--- src/rtl/cle_pkg.sv ---
`timescale 1ns / 1ps
// shared types and constants for the canonical line editor
// no dependencies

package cle_pkg;

  localparam int LINE_LENGTH_DEF = 64;

  localparam logic [7:0] BYTE_BACKSPACE = 8'h08;
  localparam logic [7:0] BYTE_NEWLINE   = 8'h0A;

  typedef enum logic [1:0] {
    ST_IDLE  = 2'b01,
    ST_DRAIN = 2'b10
  } cle_state_t;

  // controller to datapath
  typedef struct packed {
    logic accept;    // input request may be taken
    logic append;    // store the byte and grow the line
    logic erase;     // drop the last stored byte
    logic flush;     // store the newline and start the drain
    logic drain_en;  // line is being read out
  } cle_cmd_t;

  // datapath to controller
  typedef struct packed {
    logic port_open;
    logic is_bs;
    logic is_nl;
    logic empty;
    logic full;
    logic drain_done;
  } cle_sts_t;

endpackage

--- src/rtl/canonical_line_editor.sv ---
`timescale 1ns / 1ps
// top level of the canonical line editor: controller plus datapath
// depends on cle_pkg, cle_ctrl, cle_datapath
//
// channel  direction  handshake              payload
// cfg      in         cfg_valid / cfg_ready  cfg_data: port_open
// in       in         in_tvalid / in_tready  in_tdata: in_byte
// out      out        out_tvalid / out_tready out_tdata: line_byte, out_tlast: last_of_line
//
// in_tready is high whenever no line is draining, and a typed byte is taken while it is high
// a newline on a non-empty line drains fill+1 bytes at one byte per cycle
// while out_tready is high, set by the single read port of the line store
// input resumes once the newline byte has reached the output register
// rst_n clears the fill count, port_open and the output valid; store contents stay
// a stalled out_tready holds the output register and pauses the store reads

module canonical_line_editor import cle_pkg::*; #(
  parameter int LINE_LENGTH = LINE_LENGTH_DEF
) (
  input  logic       clk,
  input  logic       rst_n,
  input  logic       cfg_valid,
  output logic       cfg_ready,
  input  logic       cfg_data,    // [0] port_open
  input  logic       in_tvalid,
  output logic       in_tready,
  input  logic [7:0] in_tdata,    // [7:0] in_byte
  output logic       out_tvalid,
  input  logic       out_tready,
  output logic [7:0] out_tdata,   // [7:0] line_byte
  output logic       out_tlast
);

  cle_cmd_t cmd;
  cle_sts_t sts;

  assign cfg_ready = 1'b1;
  assign in_tready = cmd.accept;

  cle_ctrl u_ctrl (
    .clk       (clk),
    .rst_n     (rst_n),
    .in_tvalid (in_tvalid),
    .sts       (sts),
    .cmd       (cmd)
  );

  cle_datapath #(
    .LINE_LENGTH (LINE_LENGTH)
  ) u_datapath (
    .clk        (clk),
    .rst_n      (rst_n),
    .cfg_valid  (cfg_valid),
    .cfg_data   (cfg_data),
    .in_tdata   (in_tdata),
    .in_tvalid  (in_tvalid),
    .out_tready (out_tready),
    .out_tvalid (out_tvalid),
    .out_tdata  (out_tdata),
    .out_tlast  (out_tlast),
    .cmd        (cmd),
    .sts        (sts)
  );

endmodule

--- src/rtl/cle_ctrl.sv ---
`timescale 1ns / 1ps
// controller: decodes each input request and sequences the line drain
// depends on cle_pkg

module cle_ctrl import cle_pkg::*; (
  input  logic     clk,
  input  logic     rst_n,
  input  logic     in_tvalid,
  input  cle_sts_t sts,
  output cle_cmd_t cmd
);

  cle_state_t state_r, state_nxt;
  logic       take;

  assign take = (state_r == ST_IDLE) && in_tvalid && sts.port_open;

  always_comb begin
    cmd          = '0;
    state_nxt    = state_r;
    cmd.accept   = (state_r == ST_IDLE);
    cmd.drain_en = (state_r == ST_DRAIN);
    case (state_r)
      ST_IDLE: begin
        if (take) begin
          if (sts.is_nl) begin
            if (!sts.empty) begin
              cmd.flush = 1'b1;
              state_nxt = ST_DRAIN;
            end
          end else if (!sts.full) begin
            if (sts.is_bs) begin
              cmd.erase = !sts.empty;
            end else begin
              cmd.append = 1'b1;
            end
          end
        end
      end
      ST_DRAIN: begin
        if (sts.drain_done) begin
          state_nxt = ST_IDLE;
        end
      end
      default: begin
        state_nxt = ST_IDLE;
      end
    endcase
  end

  always_ff @(posedge clk) begin
    if (!rst_n) begin
      state_r <= ST_IDLE;
    end else begin
      state_r <= state_nxt;
    end
  end

  assert property (@(posedge clk) disable iff (!rst_n)
    cmd.flush |=> state_r == ST_DRAIN)
    else $error("flush did not start a drain");

  assert property (@(posedge clk) disable iff (!rst_n)
    $countones({cmd.append, cmd.erase, cmd.flush}) <= 1)
    else $error("conflicting line commands");

  assert property (@(posedge clk) disable iff (!rst_n)
    sts.drain_done |-> state_r == ST_DRAIN)
    else $error("drain finished outside the drain state");

endmodule

--- src/rtl/cle_datapath.sv ---
`timescale 1ns / 1ps
// datapath: line store, fill count, read pointer and output register
// depends on cle_pkg

module cle_datapath import cle_pkg::*; #(
  parameter int LINE_LENGTH = LINE_LENGTH_DEF
) (
  input  logic       clk,
  input  logic       rst_n,
  input  logic       cfg_valid,
  input  logic       cfg_data,
  input  logic [7:0] in_tdata,
  input  logic       in_tvalid,
  input  logic       out_tready,
  output logic       out_tvalid,
  output logic [7:0] out_tdata,
  output logic       out_tlast,
  input  cle_cmd_t   cmd,
  output cle_sts_t   sts
);

  localparam int AW = $clog2(LINE_LENGTH);
  localparam logic [AW-1:0] LAST_IDX = AW'(LINE_LENGTH - 1);

  logic [7:0]    mem [LINE_LENGTH];

  logic          port_open_r;
  logic [AW-1:0] fill_r, fill_nxt;
  logic [AW-1:0] end_r;
  logic [AW-1:0] rd_ptr_r, rd_ptr_nxt;
  logic          issue_done_r, issue_done_nxt;
  logic          rd_valid_r, rd_valid_nxt;
  logic          rd_last_r;
  logic [7:0]    rd_data_r;
  logic          out_valid_r, out_valid_nxt;
  logic [7:0]    out_data_r;
  logic          out_last_r;
  logic          move, issue, wr_en;

  assign sts.port_open  = port_open_r;
  assign sts.is_bs      = (in_tdata == BYTE_BACKSPACE);
  assign sts.is_nl      = (in_tdata == BYTE_NEWLINE);
  assign sts.empty      = (fill_r == '0);
  assign sts.full       = (fill_r == LAST_IDX);
  assign sts.drain_done = move && rd_last_r;

  assign move  = rd_valid_r && (!out_valid_r || out_tready);
  assign issue = cmd.drain_en && !issue_done_r && (!rd_valid_r || move);
  assign wr_en = in_tvalid && (cmd.append || cmd.flush);

  always_comb begin
    fill_nxt = fill_r;
    if (cmd.append) begin
      fill_nxt = fill_r + 1'b1;
    end else if (cmd.erase) begin
      fill_nxt = fill_r - 1'b1;
    end else if (cmd.flush) begin
      fill_nxt = '0;
    end
  end

  always_comb begin
    rd_ptr_nxt     = rd_ptr_r;
    issue_done_nxt = issue_done_r;
    if (cmd.flush) begin
      rd_ptr_nxt     = '0;
      issue_done_nxt = 1'b0;
    end else if (issue) begin
      rd_ptr_nxt     = rd_ptr_r + 1'b1;
      issue_done_nxt = (rd_ptr_r == end_r);
    end
  end

  assign rd_valid_nxt  = issue ? 1'b1 : (move ? 1'b0 : rd_valid_r);
  assign out_valid_nxt = move ? 1'b1 : (out_tready ? 1'b0 : out_valid_r);

  always_ff @(posedge clk) begin
    if (wr_en) begin
      mem[fill_r] <= in_tdata;
    end
    if (issue) begin
      rd_data_r <= mem[rd_ptr_r];
      rd_last_r <= (rd_ptr_r == end_r);
    end
  end

  always_ff @(posedge clk) begin
    if (cmd.flush) begin
      end_r <= fill_r;
    end
    if (move) begin
      out_data_r <= rd_data_r;
      out_last_r <= rd_last_r;
    end
  end

  always_ff @(posedge clk) begin
    if (!rst_n) begin
      port_open_r  <= 1'b0;
      fill_r       <= '0;
      rd_ptr_r     <= '0;
      issue_done_r <= 1'b1;
      rd_valid_r   <= 1'b0;
      out_valid_r  <= 1'b0;
    end else begin
      if (cfg_valid) begin
        port_open_r <= cfg_data;
      end
      fill_r       <= fill_nxt;
      rd_ptr_r     <= rd_ptr_nxt;
      issue_done_r <= issue_done_nxt;
      rd_valid_r   <= rd_valid_nxt;
      out_valid_r  <= out_valid_nxt;
    end
  end

  assign out_tvalid = out_valid_r;
  assign out_tdata  = out_data_r;
  assign out_tlast  = out_last_r;

  assert property (@(posedge clk) disable iff (!rst_n)
    cmd.flush |=> fill_r == '0)
    else $error("line not cleared after flush");

  assert property (@(posedge clk) disable iff (!rst_n)
    rd_valid_r && out_valid_r && !out_tready |=> rd_valid_r)
    else $error("pending line byte lost during stall");

  assert property (@(posedge clk) disable iff (!rst_n)
    issue |-> cmd.drain_en && !cmd.accept)
    else $error("store read outside the drain");

endmodule

--- config.mk ---
export PLATFORM = sky130hd
export DESIGN_NAME = canonical_line_editor
export DESIGN_NICKNAME = d
export VERILOG_FILES = /design/src/rtl/cle_pkg.sv /design/src/rtl/canonical_line_editor.sv /design/src/rtl/cle_ctrl.sv /design/src/rtl/cle_datapath.sv
export SDC_FILE = /design/constraint.sdc
export NUM_CORES = 1
export LEC_CHECK = 0
export BUFFER_PORTS_ARGS = -buffer_cell sky130_fd_sc_hd__buf_2
export CAP_MARGIN = 30
export CORE_AREA = 2 2 151 301
export CTS_BUF_LIST = sky130_fd_sc_hd__clkbuf_4
export DETAILED_ROUTE_END_ITERATION = 16
export DIE_AREA = 0 0 153 303
export PLACE_DENSITY = 0.72
export SKIP_CTS_REPAIR_TIMING = 1
export SLEW_MARGIN = 20
export SYNTH_ARGS = -nofsm -noshare
export SYNTH_HDL_FRONTEND = slang
export SYNTH_SLANG_ARGS = --single-unit
--- constraint.sdc ---
create_clock -name clk -period 6 [get_ports clk]
set_input_delay 0.3 -clock clk [delete_from_list [all_inputs] [get_ports clk]]
set_output_delay 0.3 -clock clk [all_outputs]
set_load 0.01 [all_outputs]
# Word-level counts from Yosys, hierarchy flattened
# Memory sizes are Yosys's and may differ from the RTL's. A register that Yosys moved wholly into a read port is not among the register bits.
# Index checks and enable logic that the tools add are counted.
# classes
addsub	3
n_eq_ne	10
mux	24
n_bitwise	1
reduce_logical	21
# op_table
cell	n
$mux 6	3
$eq 8x4->1 const B	2
$add 6x1->6 const B	2
$mux 1	12
$mux 2	6
$logic_and 1x1->1	7
$eq 6x6->1	1
$eq 6x6->1 const B	1
$logic_not 6->1	1
$mux 3	2
$reduce_bool 2->1	3
$sub 6x1->6 const B	1
$logic_not 1->1	4
$ne 2x1->1 const B	2
$ne 2x2->1 const B	2
$pmux 2 s2	1
$reduce_and 4->1	1
$logic_or 1x1->1	3
$reduce_bool 3->1	1
$eq 2x1->1 const B	1
$eq 2x2->1 const B	1
$reduce_or 2->1	1
$not 1->1	1
# totals
regBits	34
mem_bits_rw	512
inputBits	14
out_inout_bits	12
elab_cells	71
n_memories	1
# mem_list
memory	words	width	rd	rd_clocked_by_memory_dff	write_ports	line	text
u_datapath.mem	64	8	1	1	1	cle_datapath.sv:25	logic [7:0] mem [LINE_LENGTH];

# Logic depth before layout (Yosys ltp)
# depth
ltp_word	11
depth_mapped	9
mapped_depth_nobuf	7

# Hierarchy
# From an unflattened synthesis, not the netlist that was laid out.
# unflattened
cells_unflattened	1156
area_unflattened_um2	22151.2
# by_module_without_submodules
module	instances	cells_each	area_each_um2	seq_area_each_um2
cle_datapath	1	1139	21978.6	16415.7
cle_ctrl	1	15	161.4	40.0
canonical_line_editor	1	2	11.3	0.0

# Worst setup path after synthesis
# OpenSTA, ideal clock, no wires.
# synth_path
path_kind	input port to flip-flop
startpoint	input in_tdata[6]
endpoint	memory u_datapath.mem[27][0] (enable)
setup_time_ps	395
arrival_time_ps	2538
required_time_ps	5605
path_slack_ps	3068
stages	6
path_buffers	2
path_cell_list	or4b_4 a2111oi_4 o21ai_2 buf_6 buf_2 nor4_1
# synth_between
elab_chain_cells	10
elab_cells_between_ends	12
classes_between	eq/ne: 2; mux: 8; reduce/logical: 2
# synth_rtl
element	line	text
from (decl)	canonical_line_editor.sv:27	input logic [7:0] in_tdata,
$eq 8x4->1	cle_datapath.sv:41	assign sts.is_bs = (in_tdata == BYTE_BACKSPACE);
$mux 1	cle_ctrl.sv:32	if (sts.is_bs) begin
$mux 2	cle_ctrl.sv:31	end else if (!sts.full) begin
$mux 2	cle_ctrl.sv:26	if (sts.is_nl) begin
$mux 3 (*)	cle_ctrl.sv:25	if (take) begin
$mux 3 (*)	cle_ctrl.sv:23	case (state_r)
$logic_or 1x1->1 (*)	cle_datapath.sv:49	assign wr_en = in_tvalid && (cmd.append || cmd.flush);
$logic_and 1x1->1 (*)	cle_datapath.sv:49	
$mux 1 (*)	cle_datapath.sv:78	if (wr_en) begin
$mux 1 (implied by the code) (*)	cle_datapath.sv:79	mem[fill_r] <= in_tdata;
to (decl)	cle_datapath.sv:25	
# Mark *: on every way between the ends. The rest lies on a longest branch, timed or not.

# Worst setup path after layout
# layout_path
startpoint	register u_datapath.fill_r[2]
endpoint	memory u_datapath.mem[54][4] (enable)
# layout_between
elab_chain_cells	9
elab_cells_between_ends	12
classes_between	eq/ne: 1; mux: 8; reduce/logical: 3
# layout_rtl
element	line	text
from (decl)	cle_datapath.sv:28	logic [AW-1:0] fill_r, fill_nxt;
from (signal assigned)	cle_datapath.sv:109	fill_r <= fill_nxt;
$eq 6x6->1 or $logic_not 6->1 (tied branches)	cle_datapath.sv:44, cle_datapath.sv:43	
$mux 2 or $mux 1 (tied branches)	cle_ctrl.sv:31, cle_ctrl.sv:27	
$mux 2 or $mux 1 (tied branches)	cle_ctrl.sv:26	
$mux 3	cle_ctrl.sv:25	
$mux 3	cle_ctrl.sv:23	
$logic_or 1x1->1	cle_datapath.sv:49	
$logic_and 1x1->1	cle_datapath.sv:49	
$mux 1	cle_datapath.sv:78	
$mux 1 (implied by the code)	cle_datapath.sv:79	
# Parallel ways exist; a longest one is shown, timed or not.

==> flow_summary.toml <==
[run_status]
outcome = "finished, final reports clean"

[yosys]
synth_cells = 1118
synthTopCellsByArea = "edfxtp_1, mux4_2, mux2i_1"
synth_cell_type_count = 67
synth_area_mm2 = 0.0219
synth-edff-count = 536
synthMuxAreaShare_pct = 14.4
async_flop_share_pct = 0
synthSimpleGateAreaFrac_pct = 3.75
synth_adder_area_share_pct = 0.229
avgSynthCellArea_um2 = 19.5
synth_top_area_share_pct = 73.7
yosys_warnings = 0
syn-num-nets = 1136
ys_ff_latch = 554
synth_top_family_by_area = "multiplexers"
ys_seq_area_share_pct = 75.3
synthXorXnorAreaFrac_pct = 0.441
synth_compound_area_share_pct = 4.19
yosysTopAreaCell = "edfxtp_1"
synthFlopType = "edfxtp_1"

[clock_network]
cts_root_buffer = "clkbuf_4"
clock_sinks = 554
numCtsBuffers = 109
htreeDepth = 3
path_clk_slew_ns = 0.07
ctsLongestPathBuffers = 3
insertion_delay_ns = 0.86
cts_tree = "yes"

[sta]
setup_viol = 0
relSlewSlack_pct = 29.5
fin_skew_ns = 0.0518
min_period_ns = 3.71
max_freq_mhz = 270
hold_viol_final = 0
finalMaxSlewViolations = 0
tightest_slew_ns = 1.05
grt_setup_unrepaired = "false"
finalCritPeriodShare_pct = 61.8
setup-tns-final_ns = 0

[cells_and_area]
nets = 1236
area_delta_synth_final_pct = 10.2
layout-drive-gt1-share_pct = 26.1

[floorplan]
die_x_um = 153
start_util_pct = 49.6
pin_count = 26
die_h_um = 303
rows = 109
core_mm2 = 0.0441
die-area_mm2 = 0.0464

[global_route]
grt_max_degree = 65
grt_usage_pct = 24.1
grt_pass1_wl_um = 79000
antenna_found_initial = 1
grt_remaining_overflow = 0
grt_pass1_vias = 12000

[route]
first_iter_violations = 1313
drc = 0
final_antenna_net_count = 0
dr_total_vias = 11500
dr.pass1.iters = 6
avgRoutedWirePerCell_um = 29.7
finalWirelength_um = 55300
via_per_inst = 6.14

[placed_design]
io_buffers = 24
place.gp.congestion = 0.959
dp_hpwl_um = 36200

[critical_path]
cp.required_ns = 6.44
endpoint_kind = "flip-flop"
startpoint_type = "flip-flop"
r2r_start = "u_datapath.fill_r[2]"
critPathKind = "flip-flop to flip-flop"
cp-startpoint = "u_datapath.fill_r[2]"
cp.arrival_ns = 4.15
crit_path_max_fanout = 24

[worst_hold_path]
holdCritStartpoint = "in_tdata[6]"
hold_class = "primary input to flip-flop"

[pwr]
total_power_w = 0.00705
ir_drop_uv = 128
leakagePower_nw = 7.27
p_per_area_mw_per_mm2 = 293

[run]
max_cap_violations = 0
registers in the layout, summed over array words and instances (netlist names):
register,count
u_datapath.end_r,6
u_datapath.out_tdata,8
u_datapath.rd_last_r,1
u_datapath.rd_ptr_r,6
u_datapath.rd_valid_r,1
u_datapath.fill_r,6
u_datapath.rd_data_r,8
u_datapath.out_tlast,1
u_datapath.out_tvalid,1
u_datapath.mem,512
u_datapath.issue_done_r,1
u_datapath.port_open_r,1
u_ctrl.state_r,2
cell usage in the layout, fill, tap and decap left out, types with 7 or more instances in the layout:
| cell | synthesis | routed |
|---|---|---|
| dfxtp_1 | 18 | 15 |
| and3_1 | 11 | 11 |
| a21oi_1 | 17 | 17 |
| o22ai_1 | 23 | 23 |
| a22oi_1 | 14 | 14 |
| a211oi_1 | 25 | 24 |
| nand3_1 | 15 | 15 |
| buf_4 | 6 | 22 |
| nand2_1 | 12 | 12 |
| clkinv_2 | 0 | 8 |
| clkinv_1 | 0 | 36 |
| mux4_2 | 98 | 98 |
| o221ai_1 | 8 | 8 |
| clkbuf_4 | 0 | 154 |
| nor2_1 | 65 | 65 |
| buf_2 | 27 | 27 |
| edfxtp_1 | 536 | 536 |
| dlygate4sd3_1 | 0 | 7 |
| mux2i_1 | 90 | 90 |
worst paths after layout:
kind                              to  slack (ns)  depth (start not counted)
min             u_datapath.fill_r[2]        0.11                          5
min reg2reg  u_datapath.out_tdata[3]        0.45                          0
max reg2reg    u_datapath.mem[54][4]        2.29                          5
max            u_datapath.mem[54][4]        2.29                          5
cells in the mapped netlist, types with 3 or more instances:
library cell,count
inv_2,4
and2_1,3
nand2_1,12
a211oi_1,25
o41ai_1,6
inv_1,5
or3_1,6
nor3_1,4
buf_4,6
nor4_2,3
nor2_1,65
o221ai_1,8
dfxtp_1,18
a21oi_1,17
nand3_1,15
o22ai_1,23
and3_1,11
mux2_2,3
a22oi_1,14
o21ai_0,3
ha_1,4
nand2b_1,3
or4_1,5
mux4_2,98
nor4_1,8
mux2i_1,90
xor2_1,6
buf_2,27
xnor2_1,5
buf_1,7
nor2b_1,5
clkbuf_1,28
o21ai_1,3
edfxtp_1,536
worst max-delay path: stages (launching register included):
cell and delay (ns):
dfxtp_1 0.82, nor4_2 0.20, a2111oi_4 0.40, o21ai_2 0.32
or4_1 0.85, nor2_1 0.73
stage by stage:
step	instances	hold slack, ns	util, %	worst slack [ns]	cell area (um^2)
4_1_cts	1856	-0.350	54.5	2.30	24000
5_1_grt	1865	0.138	54.7	2.17	24100
6_report	1865	0.106	54.7	2.29	24100
3_5_place_dp	1654	0.437	51.3	2.14	22600
3_3_place_gp	1649	0.442	51.2	2.27	22500
2_1_floorplan	1118	0.380	-	3.07	21900
cells by family after synthesis:
kind of cell,Yosys count
adders and majority gates,4
buffers and inverters,79
muxes,191
and+or+nand+nor,155
AOI/OAI and AO/OA,123
DFF,554
other,1
xor gates and xnor gates,11
where the power goes:
| part | internal, W | total [W] | switching (W) |
|---|---|---|---|
| logic | 0.0000199 | 0.000118 | 0.0000977 |
| clock network | 0.00131 | 0.00269 | 0.00138 |
| registers | 0.00423 | 0.00424 | 0.00000528 |
layer usage:
layer | GRT usage [%] | vias to the layer above | wire length [um]
met5 | 0 | - | 0
met4 | 17.3 | 0 | 4220
met3 | 4.56 | 169 | 3360
met2 | 44.6 | 583 | 30600
met1 | 24.0 | 5806 | 17200
li1 | - | 4896 | -
area by class of cell:
class,instances,area (um^2)
flip-flops and latches,554,16500
clock buffers,153,1150
clock inverters,49,273
diodes,1,2.50
repair buffers,59,418
multi-input cells,485,5060
fillers,3365,20000
inverters,9,33.8
well taps,555,694
Note: power is estimated with default switching activity, not from simulation.
